File: config.mk
export PLATFORM = sky130hd
export DESIGN_NAME = glob_star_name_matcher_core
export DESIGN_NICKNAME = d
export VERILOG_FILES = /design/src/hdl/gsnm_pkg.sv /design/src/hdl/gsnm_pattern_store.sv /design/src/hdl/gsnm_closure.sv /design/src/hdl/glob_star_name_matcher_core.sv
export VERILOG_INCLUDE_DIRS = /design/src /design/src/hdl
export SDC_FILE = /design/constraint.sdc
export NUM_CORES = 1
export LEC_CHECK = 0
export BUFFER_PORTS_ARGS = -buffer_cell sky130_fd_sc_hd__clkbuf_2
export CORE_ASPECT_RATIO = 1.25
export CORE_UTILIZATION = 62
export CTS_CLUSTER_DIAMETER = 30
export DETAILED_ROUTE_END_ITERATION = 7
export HOLD_SLACK_MARGIN = 0.15
export PLACE_DENSITY_LB_ADDON = 0.15
export SYNTH_ARGS = -nofsm -noshare
export SYNTH_HDL_FRONTEND = slang
export SYNTH_SLANG_ARGS = --single-unit
File: constraint.sdc
create_clock -name clk -period 9.7 [get_ports clk]
set_input_delay 0.97 -clock clk [delete_from_list [all_inputs] [get_ports clk]]
set_output_delay 0.97 -clock clk [all_outputs]
set_load 0.01 [all_outputs]
File: src/hdl/assert_macros.svh
// Assertion macros for the glob star name matcher RTL.
// No dependencies; included by modules that carry concurrent checks.
`ifndef ASSERT_MACROS_SVH
`define ASSERT_MACROS_SVH

`ifndef SYNTHESIS
`define ASSERT_ALWAYS(lbl, clk, rst_n, expr, msg) \
	lbl: assert property (@(posedge clk) disable iff (!rst_n) (expr)) else $error(msg);
`define ASSERT_NEXT(lbl, clk, rst_n, ante, cons, msg) \
	lbl: assert property (@(posedge clk) disable iff (!rst_n) (ante) |=> (cons)) \
	else $error(msg);
`else
`define ASSERT_ALWAYS(lbl, clk, rst_n, expr, msg)
`define ASSERT_NEXT(lbl, clk, rst_n, ante, cons, msg)
`endif

`endif

File: src/hdl/gsnm_pkg.sv
// Package for the glob star name matcher: request/result types, commands,
// character constants and default sizing. No dependencies.
`timescale 1ns / 1ps

package gsnm_pkg;

	localparam int GSNM_MAX_PATTERN = 32;

	localparam logic [7:0] STAR_CHAR = 8'h2A;
	localparam logic [7:0] DOT_CHAR  = 8'h2E;

	typedef enum logic [1:0] {
		CMD_CLEAR  = 2'd0,
		CMD_APPEND = 2'd1,
		CMD_BYTE   = 2'd2,
		CMD_END    = 2'd3
	} cmd_t;

	typedef struct packed {
		cmd_t       command;
		logic [7:0] symbol;
		logic       wild_star;
	} req_t;

	typedef struct packed {
		logic matched;
		logic pattern_overflow;
	} res_t;

	// pattern store control, one request per cycle
	typedef struct packed {
		logic       clear;
		logic       append;
		logic [7:0] symbol;
		logic       wild_star;
	} store_ctl_t;

endpackage

File: src/hdl/gsnm_pattern_store.sv
// Pattern symbol/flag storage with length and overflow tracking.
// Produces per-position wildcard and byte-hit vectors. Depends on gsnm_pkg.
`timescale 1ns / 1ps

module gsnm_pattern_store #(
	parameter int MAX_PATTERN = gsnm_pkg::GSNM_MAX_PATTERN,
	localparam int LEN_W = $clog2(MAX_PATTERN + 1)
) (
	input  logic                     clk,
	input  logic                     arst_n,
	input  gsnm_pkg::store_ctl_t     ctl,
	output logic [LEN_W-1:0]         length,
	output logic                     full,
	output logic                     overflow,
	output logic [MAX_PATTERN-1:0]   wild_vec,
	output logic [MAX_PATTERN-1:0]   hit_vec
);

	logic [LEN_W-1:0] length_q;
	logic             overflow_q;
	logic [7:0]       sym_q  [MAX_PATTERN];
	logic             wild_q [MAX_PATTERN];

	assign full     = (length_q == LEN_W'(MAX_PATTERN));
	assign length   = length_q;
	assign overflow = overflow_q;

	always_ff @(posedge clk or negedge arst_n) begin
		if (!arst_n) begin
			length_q   <= '0;
			overflow_q <= 1'b0;
		end else if (ctl.clear) begin
			length_q   <= '0;
			overflow_q <= 1'b0;
		end else if (ctl.append) begin
			if (full) begin
				overflow_q <= 1'b1;
			end else begin
				length_q <= length_q + LEN_W'(1);
			end
		end
	end

	for (genvar p = 0; p < MAX_PATTERN; p++) begin : g_entry
		always_ff @(posedge clk) begin
			if (ctl.append && !full && (length_q == LEN_W'(p))) begin
				sym_q[p]  <= ctl.symbol;
				wild_q[p] <= (ctl.symbol == gsnm_pkg::STAR_CHAR) && ctl.wild_star;
			end
		end

		always_comb begin
			logic in_range;
			in_range    = (LEN_W'(p) < length_q);
			wild_vec[p] = in_range && wild_q[p];
			hit_vec[p]  = in_range && !wild_q[p] && (sym_q[p] == ctl.symbol);
		end
	end

endmodule

File: src/hdl/gsnm_closure.sv
// Empty-match closure over the position set: a position reached through a
// run of live wildcards is set too. Log-depth prefix scan. Depends on gsnm_pkg.
`timescale 1ns / 1ps

module gsnm_closure #(
	parameter int WIDTH = gsnm_pkg::GSNM_MAX_PATTERN + 1,
	localparam int LEVELS = $clog2(WIDTH)
) (
	input  logic [WIDTH-1:0] set_in,
	input  logic [WIDTH-1:0] link,     // link[k]: k reachable from k-1
	output logic [WIDTH-1:0] set_out
);

	always_comb begin
		logic [WIDTH-1:0] x;
		logic [WIDTH-1:0] t;
		x = set_in;
		t = link;
		for (int l = 0; l < LEVELS; l++) begin
			x = x | (t & (x << (1 << l)));
			t = t & (t << (1 << l));
		end
		set_out = x;
	end

endmodule

File: src/hdl/glob_star_name_matcher_core.sv
// Glob star name matcher, top level. Depends on gsnm_pkg, gsnm_pattern_store,
// gsnm_closure and assert_macros.svh.
// Timing: a request is registered in the input register at acceptance; an
// end-of-name result then goes to the result register. One request per cycle
// unless an end request is held by a stalled result; each byte advances the whole position set.
// Reset: async, clears pattern length, overflow and name state.
`timescale 1ns / 1ps
`include "assert_macros.svh"

module glob_star_name_matcher_core #(
	parameter int MAX_PATTERN = gsnm_pkg::GSNM_MAX_PATTERN
) (
	input  logic           clk,
	input  logic           arst_n,
	input  logic           req_valid,
	output logic           req_stall,
	input  gsnm_pkg::req_t req,
	output logic           res_valid,
	input  logic           res_stall,
	output gsnm_pkg::res_t res
);

	localparam int LEN_W = $clog2(MAX_PATTERN + 1);
	localparam logic [MAX_PATTERN:0] POS_START = (MAX_PATTERN + 1)'(1);

	logic                   valid_s1;
	gsnm_pkg::req_t         req_s1;
	logic                   s1_go;
	logic                   fire;
	logic                   end_fire;

	logic [MAX_PATTERN:0]   live_q, live_d;
	logic [MAX_PATTERN:0]   start_q, start_d;
	logic                   at_start_q, at_start_d;
	logic                   hidden_q, hidden_d;

	logic                   res_valid_q;
	gsnm_pkg::res_t         res_q;

	gsnm_pkg::store_ctl_t   store_ctl;
	logic [LEN_W-1:0]       length;
	logic                   full;
	logic                   overflow;
	logic [MAX_PATTERN-1:0] wild_vec;
	logic [MAX_PATTERN-1:0] hit_vec;

	logic [MAX_PATTERN:0]   raw_next;
	logic [MAX_PATTERN:0]   closed_next;
	logic                   app_wild;
	logic [MAX_PATTERN:0]   live_mask;

	// input register
	assign s1_go     = !((req_s1.command == gsnm_pkg::CMD_END) && res_valid_q && res_stall);
	assign req_stall = valid_s1 && !s1_go;
	assign fire      = valid_s1 && s1_go;
	assign end_fire  = fire && (req_s1.command == gsnm_pkg::CMD_END);

	always_ff @(posedge clk or negedge arst_n) begin
		if (!arst_n) begin
			valid_s1 <= 1'b0;
		end else if (!req_stall) begin
			valid_s1 <= req_valid;
		end
	end

	always_ff @(posedge clk) begin
		if (req_valid && !req_stall) begin
			req_s1 <= req;
		end
	end

	assign store_ctl.clear     = fire && (req_s1.command == gsnm_pkg::CMD_CLEAR);
	assign store_ctl.append    = fire && (req_s1.command == gsnm_pkg::CMD_APPEND);
	assign store_ctl.symbol    = req_s1.symbol;
	assign store_ctl.wild_star = req_s1.wild_star;

	gsnm_pattern_store #(
		.MAX_PATTERN (MAX_PATTERN)
	) u_store (
		.clk      (clk),
		.arst_n   (arst_n),
		.ctl      (store_ctl),
		.length   (length),
		.full     (full),
		.overflow (overflow),
		.wild_vec (wild_vec),
		.hit_vec  (hit_vec)
	);

	// one byte step over the closed live set, then re-close
	assign raw_next = (live_q & {1'b0, wild_vec}) | {live_q[MAX_PATTERN-1:0] & hit_vec, 1'b0};

	gsnm_closure #(
		.WIDTH (MAX_PATTERN + 1)
	) u_closure (
		.set_in  (raw_next),
		.link    ({wild_vec, 1'b0}),
		.set_out (closed_next)
	);

	assign app_wild = store_ctl.append && !full &&
		(req_s1.symbol == gsnm_pkg::STAR_CHAR) && req_s1.wild_star;

	always_comb begin
		live_d     = live_q;
		start_d    = start_q;
		at_start_d = at_start_q;
		hidden_d   = hidden_q;
		if (fire) begin
			case (req_s1.command)
				gsnm_pkg::CMD_CLEAR: begin
					live_d     = POS_START;
					start_d    = POS_START;
					at_start_d = 1'b1;
					hidden_d   = 1'b0;
				end
				gsnm_pkg::CMD_APPEND: begin
					// new trailing wildcard extends both closed sets by one
					for (int k = 1; k <= MAX_PATTERN; k++) begin
						if (app_wild && (LEN_W'(k - 1) == length)) begin
							live_d[k]  = live_q[k] | live_q[k-1];
							start_d[k] = start_q[k] | start_q[k-1];
						end
					end
				end
				gsnm_pkg::CMD_BYTE: begin
					hidden_d   = hidden_q || (at_start_q && (req_s1.symbol == gsnm_pkg::DOT_CHAR));
					at_start_d = 1'b0;
					live_d     = closed_next;
				end
				gsnm_pkg::CMD_END: begin
					live_d     = start_q;
					at_start_d = 1'b1;
					hidden_d   = 1'b0;
				end
				default: begin
				end
			endcase
		end
	end

	always_ff @(posedge clk or negedge arst_n) begin
		if (!arst_n) begin
			live_q     <= POS_START;
			start_q    <= POS_START;
			at_start_q <= 1'b1;
			hidden_q   <= 1'b0;
		end else begin
			live_q     <= live_d;
			start_q    <= start_d;
			at_start_q <= at_start_d;
			hidden_q   <= hidden_d;
		end
	end

	// result register
	always_ff @(posedge clk or negedge arst_n) begin
		if (!arst_n) begin
			res_valid_q <= 1'b0;
		end else if (end_fire) begin
			res_valid_q <= 1'b1;
		end else if (!res_stall) begin
			res_valid_q <= 1'b0;
		end
	end

	always_ff @(posedge clk) begin
		if (end_fire) begin
			res_q.matched          <= !hidden_q && live_q[length];
			res_q.pattern_overflow <= overflow;
		end
	end

	assign res_valid = res_valid_q;
	assign res       = res_q;

	always_comb begin
		for (int k = 0; k <= MAX_PATTERN; k++) begin
			live_mask[k] = (LEN_W'(k) <= length);
		end
	end

	`ASSERT_ALWAYS(a_live_in_pattern, clk, arst_n, (live_q & ~live_mask) == '0, "live past length")
	`ASSERT_ALWAYS(a_start_in_pattern, clk, arst_n, (start_q & ~live_mask) == '0, "start past length")
	`ASSERT_ALWAYS(a_start_bit, clk, arst_n, start_q[0], "start set lost position zero")
	`ASSERT_ALWAYS(a_hidden_after_start, clk, arst_n, !hidden_q || !at_start_q, "hidden at name start")
	`ASSERT_NEXT(a_end_gives_result, clk, arst_n, end_fire, res_valid_q, "end of name without result")

endmodule
==> results.md, run 1 <==
- Status: complete, no violations
- Yosys reg bits: approximately 380
- TritonRoute pass-1 iters: 6
- PortBufs: 18
- HPWL Detailed: between 30 and 40 mm
- Peak VDD IR: 0.163 mV
- Most common library cells after synthesis: 301 x edfxtp_1, 135 x nor2_1, 131 x xnor2_1, 128 x xor2_1, 109 x nand2_1
- Register area share after synthesis: between 50% and 60%
- H-tree levels: 3
- Site Rows: 70
- Post-Syn Area: between 15000 and 20000 sq um
- Fin nets: around 1600
- Post-Route WL: roughly 50 mm
- Die W: around 160 microns
- Synth area leader: edfxtp_1
- Via count: ~13000
- Simple-Gate Fraction of Synth Area: approximately an eighth
- Ys flop type: edfxtp_1
- Fmax: between 0.2 and 0.25 GHz
- Hold Vio Cnt, Final: 0
- Top-count cell post-synth: edfxtp_1
- Adder-Cell Fraction of Synth Area: less than 1%
- P_leak: 7.42 nW
- DRC: 0
- Hold Path Class: reg -> reg
- Leading cell types by total area after synthesis: edfxtp_1 48%, dfrtp_1 9.9%, xnor2_1 6.1%, xor2_1 6.0%, nor2_1 2.7%
- Die height: 196 microns
- Mux cell area share after synthesis: between 1 and 1.5%
- Setup tns final: 0 ns
- Cts hold-fix bufs: 0
- Ant. Diodes: 0
- Crit-path max FO: 16
- Startpoint types: register
- Overflow after GRT: 0
- MaxCap Viol Count: 0
- Worst hold margin: just under 0.5 ns
- Slew Limit Fails: 0
- Setup repair bufs after CTS: 0
- First-pass GRT wire length: about 76 mm
- Synth Warn #: 0
- Layout cells sized above 1: roughly an eighth
- Area occupied by multi-input gates: slightly above 7000 sq um
- Vias/cell: between 6 and 7
- XOR/XNOR share of the synthesized area: approximately 12%
- Number of global-route vias before repair: between 10000 and 15000
- Detailed router's first-iteration violation count: 1436
- Clock Sinks: 377
- Synth unique cells: just under 90
- Largest family of logic cells by synthesized area: simple AND/OR/NAND/NOR gates
- CP max stage delay: 0.91 ns
- Asr flop ratio synth: a little over 20%
- Core Box Area: between 20000 and 30000 sq um
- Number of synthesized flops with an enable pin: 301
- GR Util All Layers: approximately 33%
- Critical path data required time: just over 10 ns
- DP Worst Slack: ~5.3 ns
- Slew @ Worst Pin: between 1 and 1.5 ns
- Setup ws final: 5.15 ns
- Worst path cell trace: inv_1 -> ha_1 -> or3b_1 -> nor3_1 -> nor2b_1 -> nand2_1 -> nor2_1 -> buf_4 -> a21oi_1 -> a2111oi_0 -> o2bb2ai_1
- Area Growth Syn to Fin: 14.3%
- Synth Area per Inst: about 12 sq um
- Clock Latency Late Sink: between 0.5 and 0.6 ns
- I/O pin total: 19
- Critical-path top delay cell: dfrtp_1
- Initial antenna violation count: 3
- Skew final: about 0.028 ns
- Setup violators final: 0
- CTS tree: done
- Starting Density: around 63%
- Pwr dens: between 200 and 250 nW/um^2
- FILL cells: just over 2000
- RSZ-0062 raised after global routing: no
- Die area: 30800 sq um
- Fin crit period: 4.55 ns
- Post_cts resized: 0
- Max Root-Sink Buffers: 3
- Seq. cell area: 10900 sq um
- Post-synthesis cell count: about 1600
- Clk Tree Root Cell: clkbuf_16
- Mapped Nets: between 1500 and 2000
- Wire per inst: 24.2 microns
- Compound-Gate Fraction of Synth Area: between 10 and 15%
- Largest net degree at the start of global routing: 77
- Placer Congestion: between 0.9 and 1
- CP arrival: roughly 5 ns
- Clk slew on worst S/H paths: about 0.050 ns
- Slew HR: a little under a quarter
- Critical Path Sink Type: register
- Synth top area share: 48.4%
- ANT nets after route: 0
- Cts bufs inserted: 66
- Fin crit share: a little under half
- Crit path kind: reg -> reg
==> flip-flops by register name, summed over array words and instances, names as in the netlist <==
register	cells
live_q	33
at_start_q	1
start_q	32
u_store.length	6
res_valid	1
res	2
u_store.sym_q	256
u_store.wild_q	32
u_store.overflow	1
valid_s1	1
req_s1	11
hidden_q	1
==> logic make-up after synthesis <==
| logic type | Yosys count |
|---|---|
| muxes | 13 |
| adders and majority gates | 8 |
| AOI/OAI and AO/OA | 317 |
| and+or+nand+nor | 486 |
| buffers and inverters | 105 |
| xor gates and xnor gates | 259 |
| DFF | 377 |
==> metal layers <==
metal | part of all wire [%] | GRT usage, %
met1 | 40 | 46.3
met2 | 45 | 49.5
met3 | 9.9 | 7.78
met4 | 4.1 | 16.1
met5 | 0 | 0
==> cell type report <==
cell class                      count  area share [%]
Sequential cell                   377            51.3
Tap cell                          396            2.32
Clock inverter                     48            2.47
Timing Repair Buffer               51            1.59
Clock buffer                       73            8.06
Multi-Input combinational cell   1083            33.8
Inverter                           25           0.440
==> power breakdown <==
group | switching [mW] | total [mW] | internal (mW)
registers | 0.0495 | 1.83 | 1.78
logic | 0.244 | 0.372 | 0.129
clock network | 0.818 | 2.30 | 1.48
==> placed cells by master, fill, tap and decap left out, drive strengths merged, types with 20 or more instances in the layout <==
cell / n
clkinv: 20
nor2: 136
xor2: 128
edfxtp: 301
a31oi: 39
nand4: 39
nand3: 40
o21ai: 73
a21oi: 70
nor3: 31
buf: 34
dfrtp: 74
nand2: 109
xnor2: 131
inv: 32
nor4: 31
clkbuf: 90
==> final timing paths <==
check,start,end,slack (ns),cells after the start
worst max-delay path,u_store.length[0],live_q[31],5.15,11
worst min-delay path,u_store.overflow,res[0],0.49,0
worst max register to register,u_store.length[0],live_q[31],5.15,11
worst min register to register,u_store.overflow,res[0],0.49,0
max in group asynchronous,arst_n,live_q[22],8.38,1
min in group asynchronous,arst_n,live_q[4],0.61,1
==> metrics by stage <==
stage,utilization [%],std cells,power [mW],instance area [sq um]
6_report,72.5,2053,4.51,21300
5_1_grt,72.5,2053,4.62,21300
4_1_cts,72.5,2053,4.52,21300
3_5_place_dp,64.9,1932,2.22,19100
3_3_place_gp,64.9,1932,2.21,19100
2_1_floorplan,-,1565,2.10,18700
==> critical path, delay by kind of cell, from the launching register on <==
kind,cells,cell delay [ns]
simple gates,5,1.99
flops,1,0.91
compound gates,3,0.72
buf+inv,2,0.46
fa+ha+maj,1,0.33
(Power assumes the default switching activity.)
==> run 2, diff against run 1 <==
- clock period: 9.7 -> 4.7 ns (I/O delays scaled with it)
==> run 2 against run 1 <==
First-iteration DRC count grew 5.2%. Non-clock buffer count rose by 32. Core utilization increased by 1.2 points. Largest cell class unchanged. Final cell count up 1.6%. Clock skew hardly changed. Critical path type unchanged.
==> results.md, run 2 (synthesis results as in run 1) <==
- Critical-path top delay cell: dfrtp_1
- Hold endpoint: res_valid
- Skew final: 0.0282 ns (-0.0000191 ns)
- Slew Limit Fails: 0 (unchanged)
- Die W: 157 microns (unchanged)
- Status: complete, no violations
- Site Rows: 70 (unchanged)
- Critical Path Sink Type: register
- Reg2reg start: u_store.length[5]
- Overall Power: 9.45 mW (+110%)
- Seq. cell area: 10900 sq um (unchanged)
- Met3 routed WL: 4.30 mm (-13%)
- Slew HR: 33.0% (+9.1 points)
- Vias/cell: 6.48 (about the same)
- Hold Vio Cnt, Final: 0 (unchanged)
- TritonRoute pass-1 iters: 5 (-1)
- Detailed router's first-iteration violation count: 1511 (+5.2%)
- Fin nets: 1660 (+2.0%)
- Number of global-route vias before repair: 13300 (+1.3%)
- Die height: 196 microns (unchanged)
- Pwr dens: 436 nW/um^2 (+110%)
- Slew @ Worst Pin: 1.00 ns (-0.135 ns)
- ANT nets after route: 0 (unchanged)
- GR Util All Layers: 35.4% (+2.1 points)
- H-tree levels: 3 (unchanged)
- Initial antenna violation count: 0 (-3)
- Clk slew on worst S/H paths: 0.04 ns (about the same)
- Largest registers: u_store.sym_q x256, live_q x33
- Clock Latency Late Sink: 0.58 ns (about the same)
- DRC: 0 (unchanged)
- Setup repair bufs after CTS: 0 (unchanged)
- Ant. Diodes: 0 (unchanged)
- Critical R2R Capture: live_q[24]
- Fin crit period: 3.96 ns (-0.589 ns)
- Crit-path max FO: 24 (+8)
- Area Growth Syn to Fin: 16.2%
- P_leak: 7.64 nW (+3.0%)
- Layout cells sized above 1: 12.9% (+0.90 points)
- RSZ-0062 raised after global routing: no
- Largest Register: u_store.sym_q
- Core Box Area: 29400 sq um (unchanged)
- CP arrival: 4.44 ns (-0.54 ns)
- Max Root-Sink Buffers: 3 (unchanged)
- Die area: 30800 sq um (unchanged)
- CTS tree: done
- Most common cell after layout, fill and taps aside: edfxtp_1
- Cts bufs inserted: 67 (+1.5%)
- Worst Reg-to-Reg Cells: 10 (-1)
- First-pass GRT wire length: 80.9 mm (+6.2%)
- Final core occ: 73.7% (+1.2 points)
- CP max stage delay: 0.91 ns (about the same)
- Wl on met1: 22.8 mm (+14%)
- Startpoint types: register
- Cts hold-fix bufs: 13 (+13)
- MaxCap Viol Count: 0 (unchanged)
- Overflow after GRT: 0 (unchanged)
- Largest net degree at the start of global routing: 77 (unchanged)
- HPWL Detailed: 34.3 mm (+10%)
- Design area: 21700 sq um (+1.7%)
- Fmax: 0.253 GHz (+15%)
- PortBufs: 18 (unchanged)
- Largest register FFs: 256 (unchanged)
- Critical path data required time: 5.18 ns (-4.95 ns)
- Worst path cell trace: or4_1 -> nand4_1 -> o31ai_1 -> o2111ai_1 -> a21oi_1 -> o2111ai_1 -> a21oi_1 -> a22oi_2 -> nor4b_1 -> o221a_1
- Wire per inst: 25.1 microns (+4.0%)
- Post_cts resized: 0 (unchanged)
- Via count: 13500 (+1.5%)
- Setup violators final: 0 (unchanged)
- Setup tns final: 0 ns (unchanged)
- Clk Tree Root Cell: clkbuf_16
- FILL cells: 1982 (-4.4%)
- Clock Sinks: 377 (unchanged)
- Worst hold stages: 2 (+2)
- Hold Path Class: in -> reg
- Reg2reg setup slack: 0.74 ns (-4.41 ns)
- Most frequent cells in the layout: 301 x edfxtp_1, 134 x nor2_1, 131 x xnor2_1
- Crit path kind: reg -> reg
- Starting Density: 63.5% (unchanged)
- Post-Route WL: 52.4 mm (+5.6%)
- I/O pin total: 19 (unchanged)
- Worst hold margin: 0.168 ns (-0.321 ns)
- Peak VDD IR: 0.436 mV (+170%)
- Top Metal Used: met4
- Area occupied by multi-input gates: 7220 sq um (unchanged)
- Fin crit share: 84.2% (+37 points)
- Worst hold path startpoint: res_stall
- Placer Congestion: 0.992 (+4.7%)
- Routed wl met2: 23.5 mm (+4.3%)
- Post-DP Area: 19300 sq um (+1.0%)
run 2: through the flow:
| step | std cells | setup slack (ns) |
|---|---|---|
| final | 2085 | 0.743 |
| after floorplan | 1565 | 0.764 |
| after global routing | 2085 | 0.457 |
| after global placement | 1951 | 0.867 |
| after CTS | 2085 | 0.850 |
| after detailed placement | 1951 | 0.854 |
run 2: cell type report:
cell class | instances | share of cell area, %
tap | 396 | 2.28
inverter | 25 | 0.432
timing repair buffer | 83 | 3.06
multi-input combinational | 1083 | 33.3
clock inverter | 42 | 2.35
sequential | 377 | 50.4
clock buffer | 79 | 8.17
run 2: power breakdown:
group	switching, mW	total (mW)	internal [mW]	leakage (nW)
logic	0.500	0.789	0.290	2.80
registers	0.108	3.79	3.68	3.74
clock network	1.71	4.88	3.17	1.11
total	2.31	9.45	7.14	7.64
run 2: critical path: cells and delay by family (launching register included):
family,cells,cell delay [ns]
flops,1,0.91
compound gates,7,1.92
simple gates,3,1.04
run 2: worst max path at each step:
stage,end,depth (start not counted),from
2_1_floorplan,live_q[30],12,req_s1[2]
3_3_place_gp,live_q[28],10,u_store.length[5]
3_5_place_dp,live_q[24],10,u_store.length[5]
4_1_cts,live_q[24],10,u_store.length[5]
5_1_grt,live_q[24],10,u_store.length[5]
6_report,live_q[24],10,u_store.length[5]
run 2: per-layer routing:
metal  track usage, %  vias up
met1             52.6     6742
li1                 -     5958
met5                0        -
met2             52.2      691
met3             6.23      123
met4             13.5        0
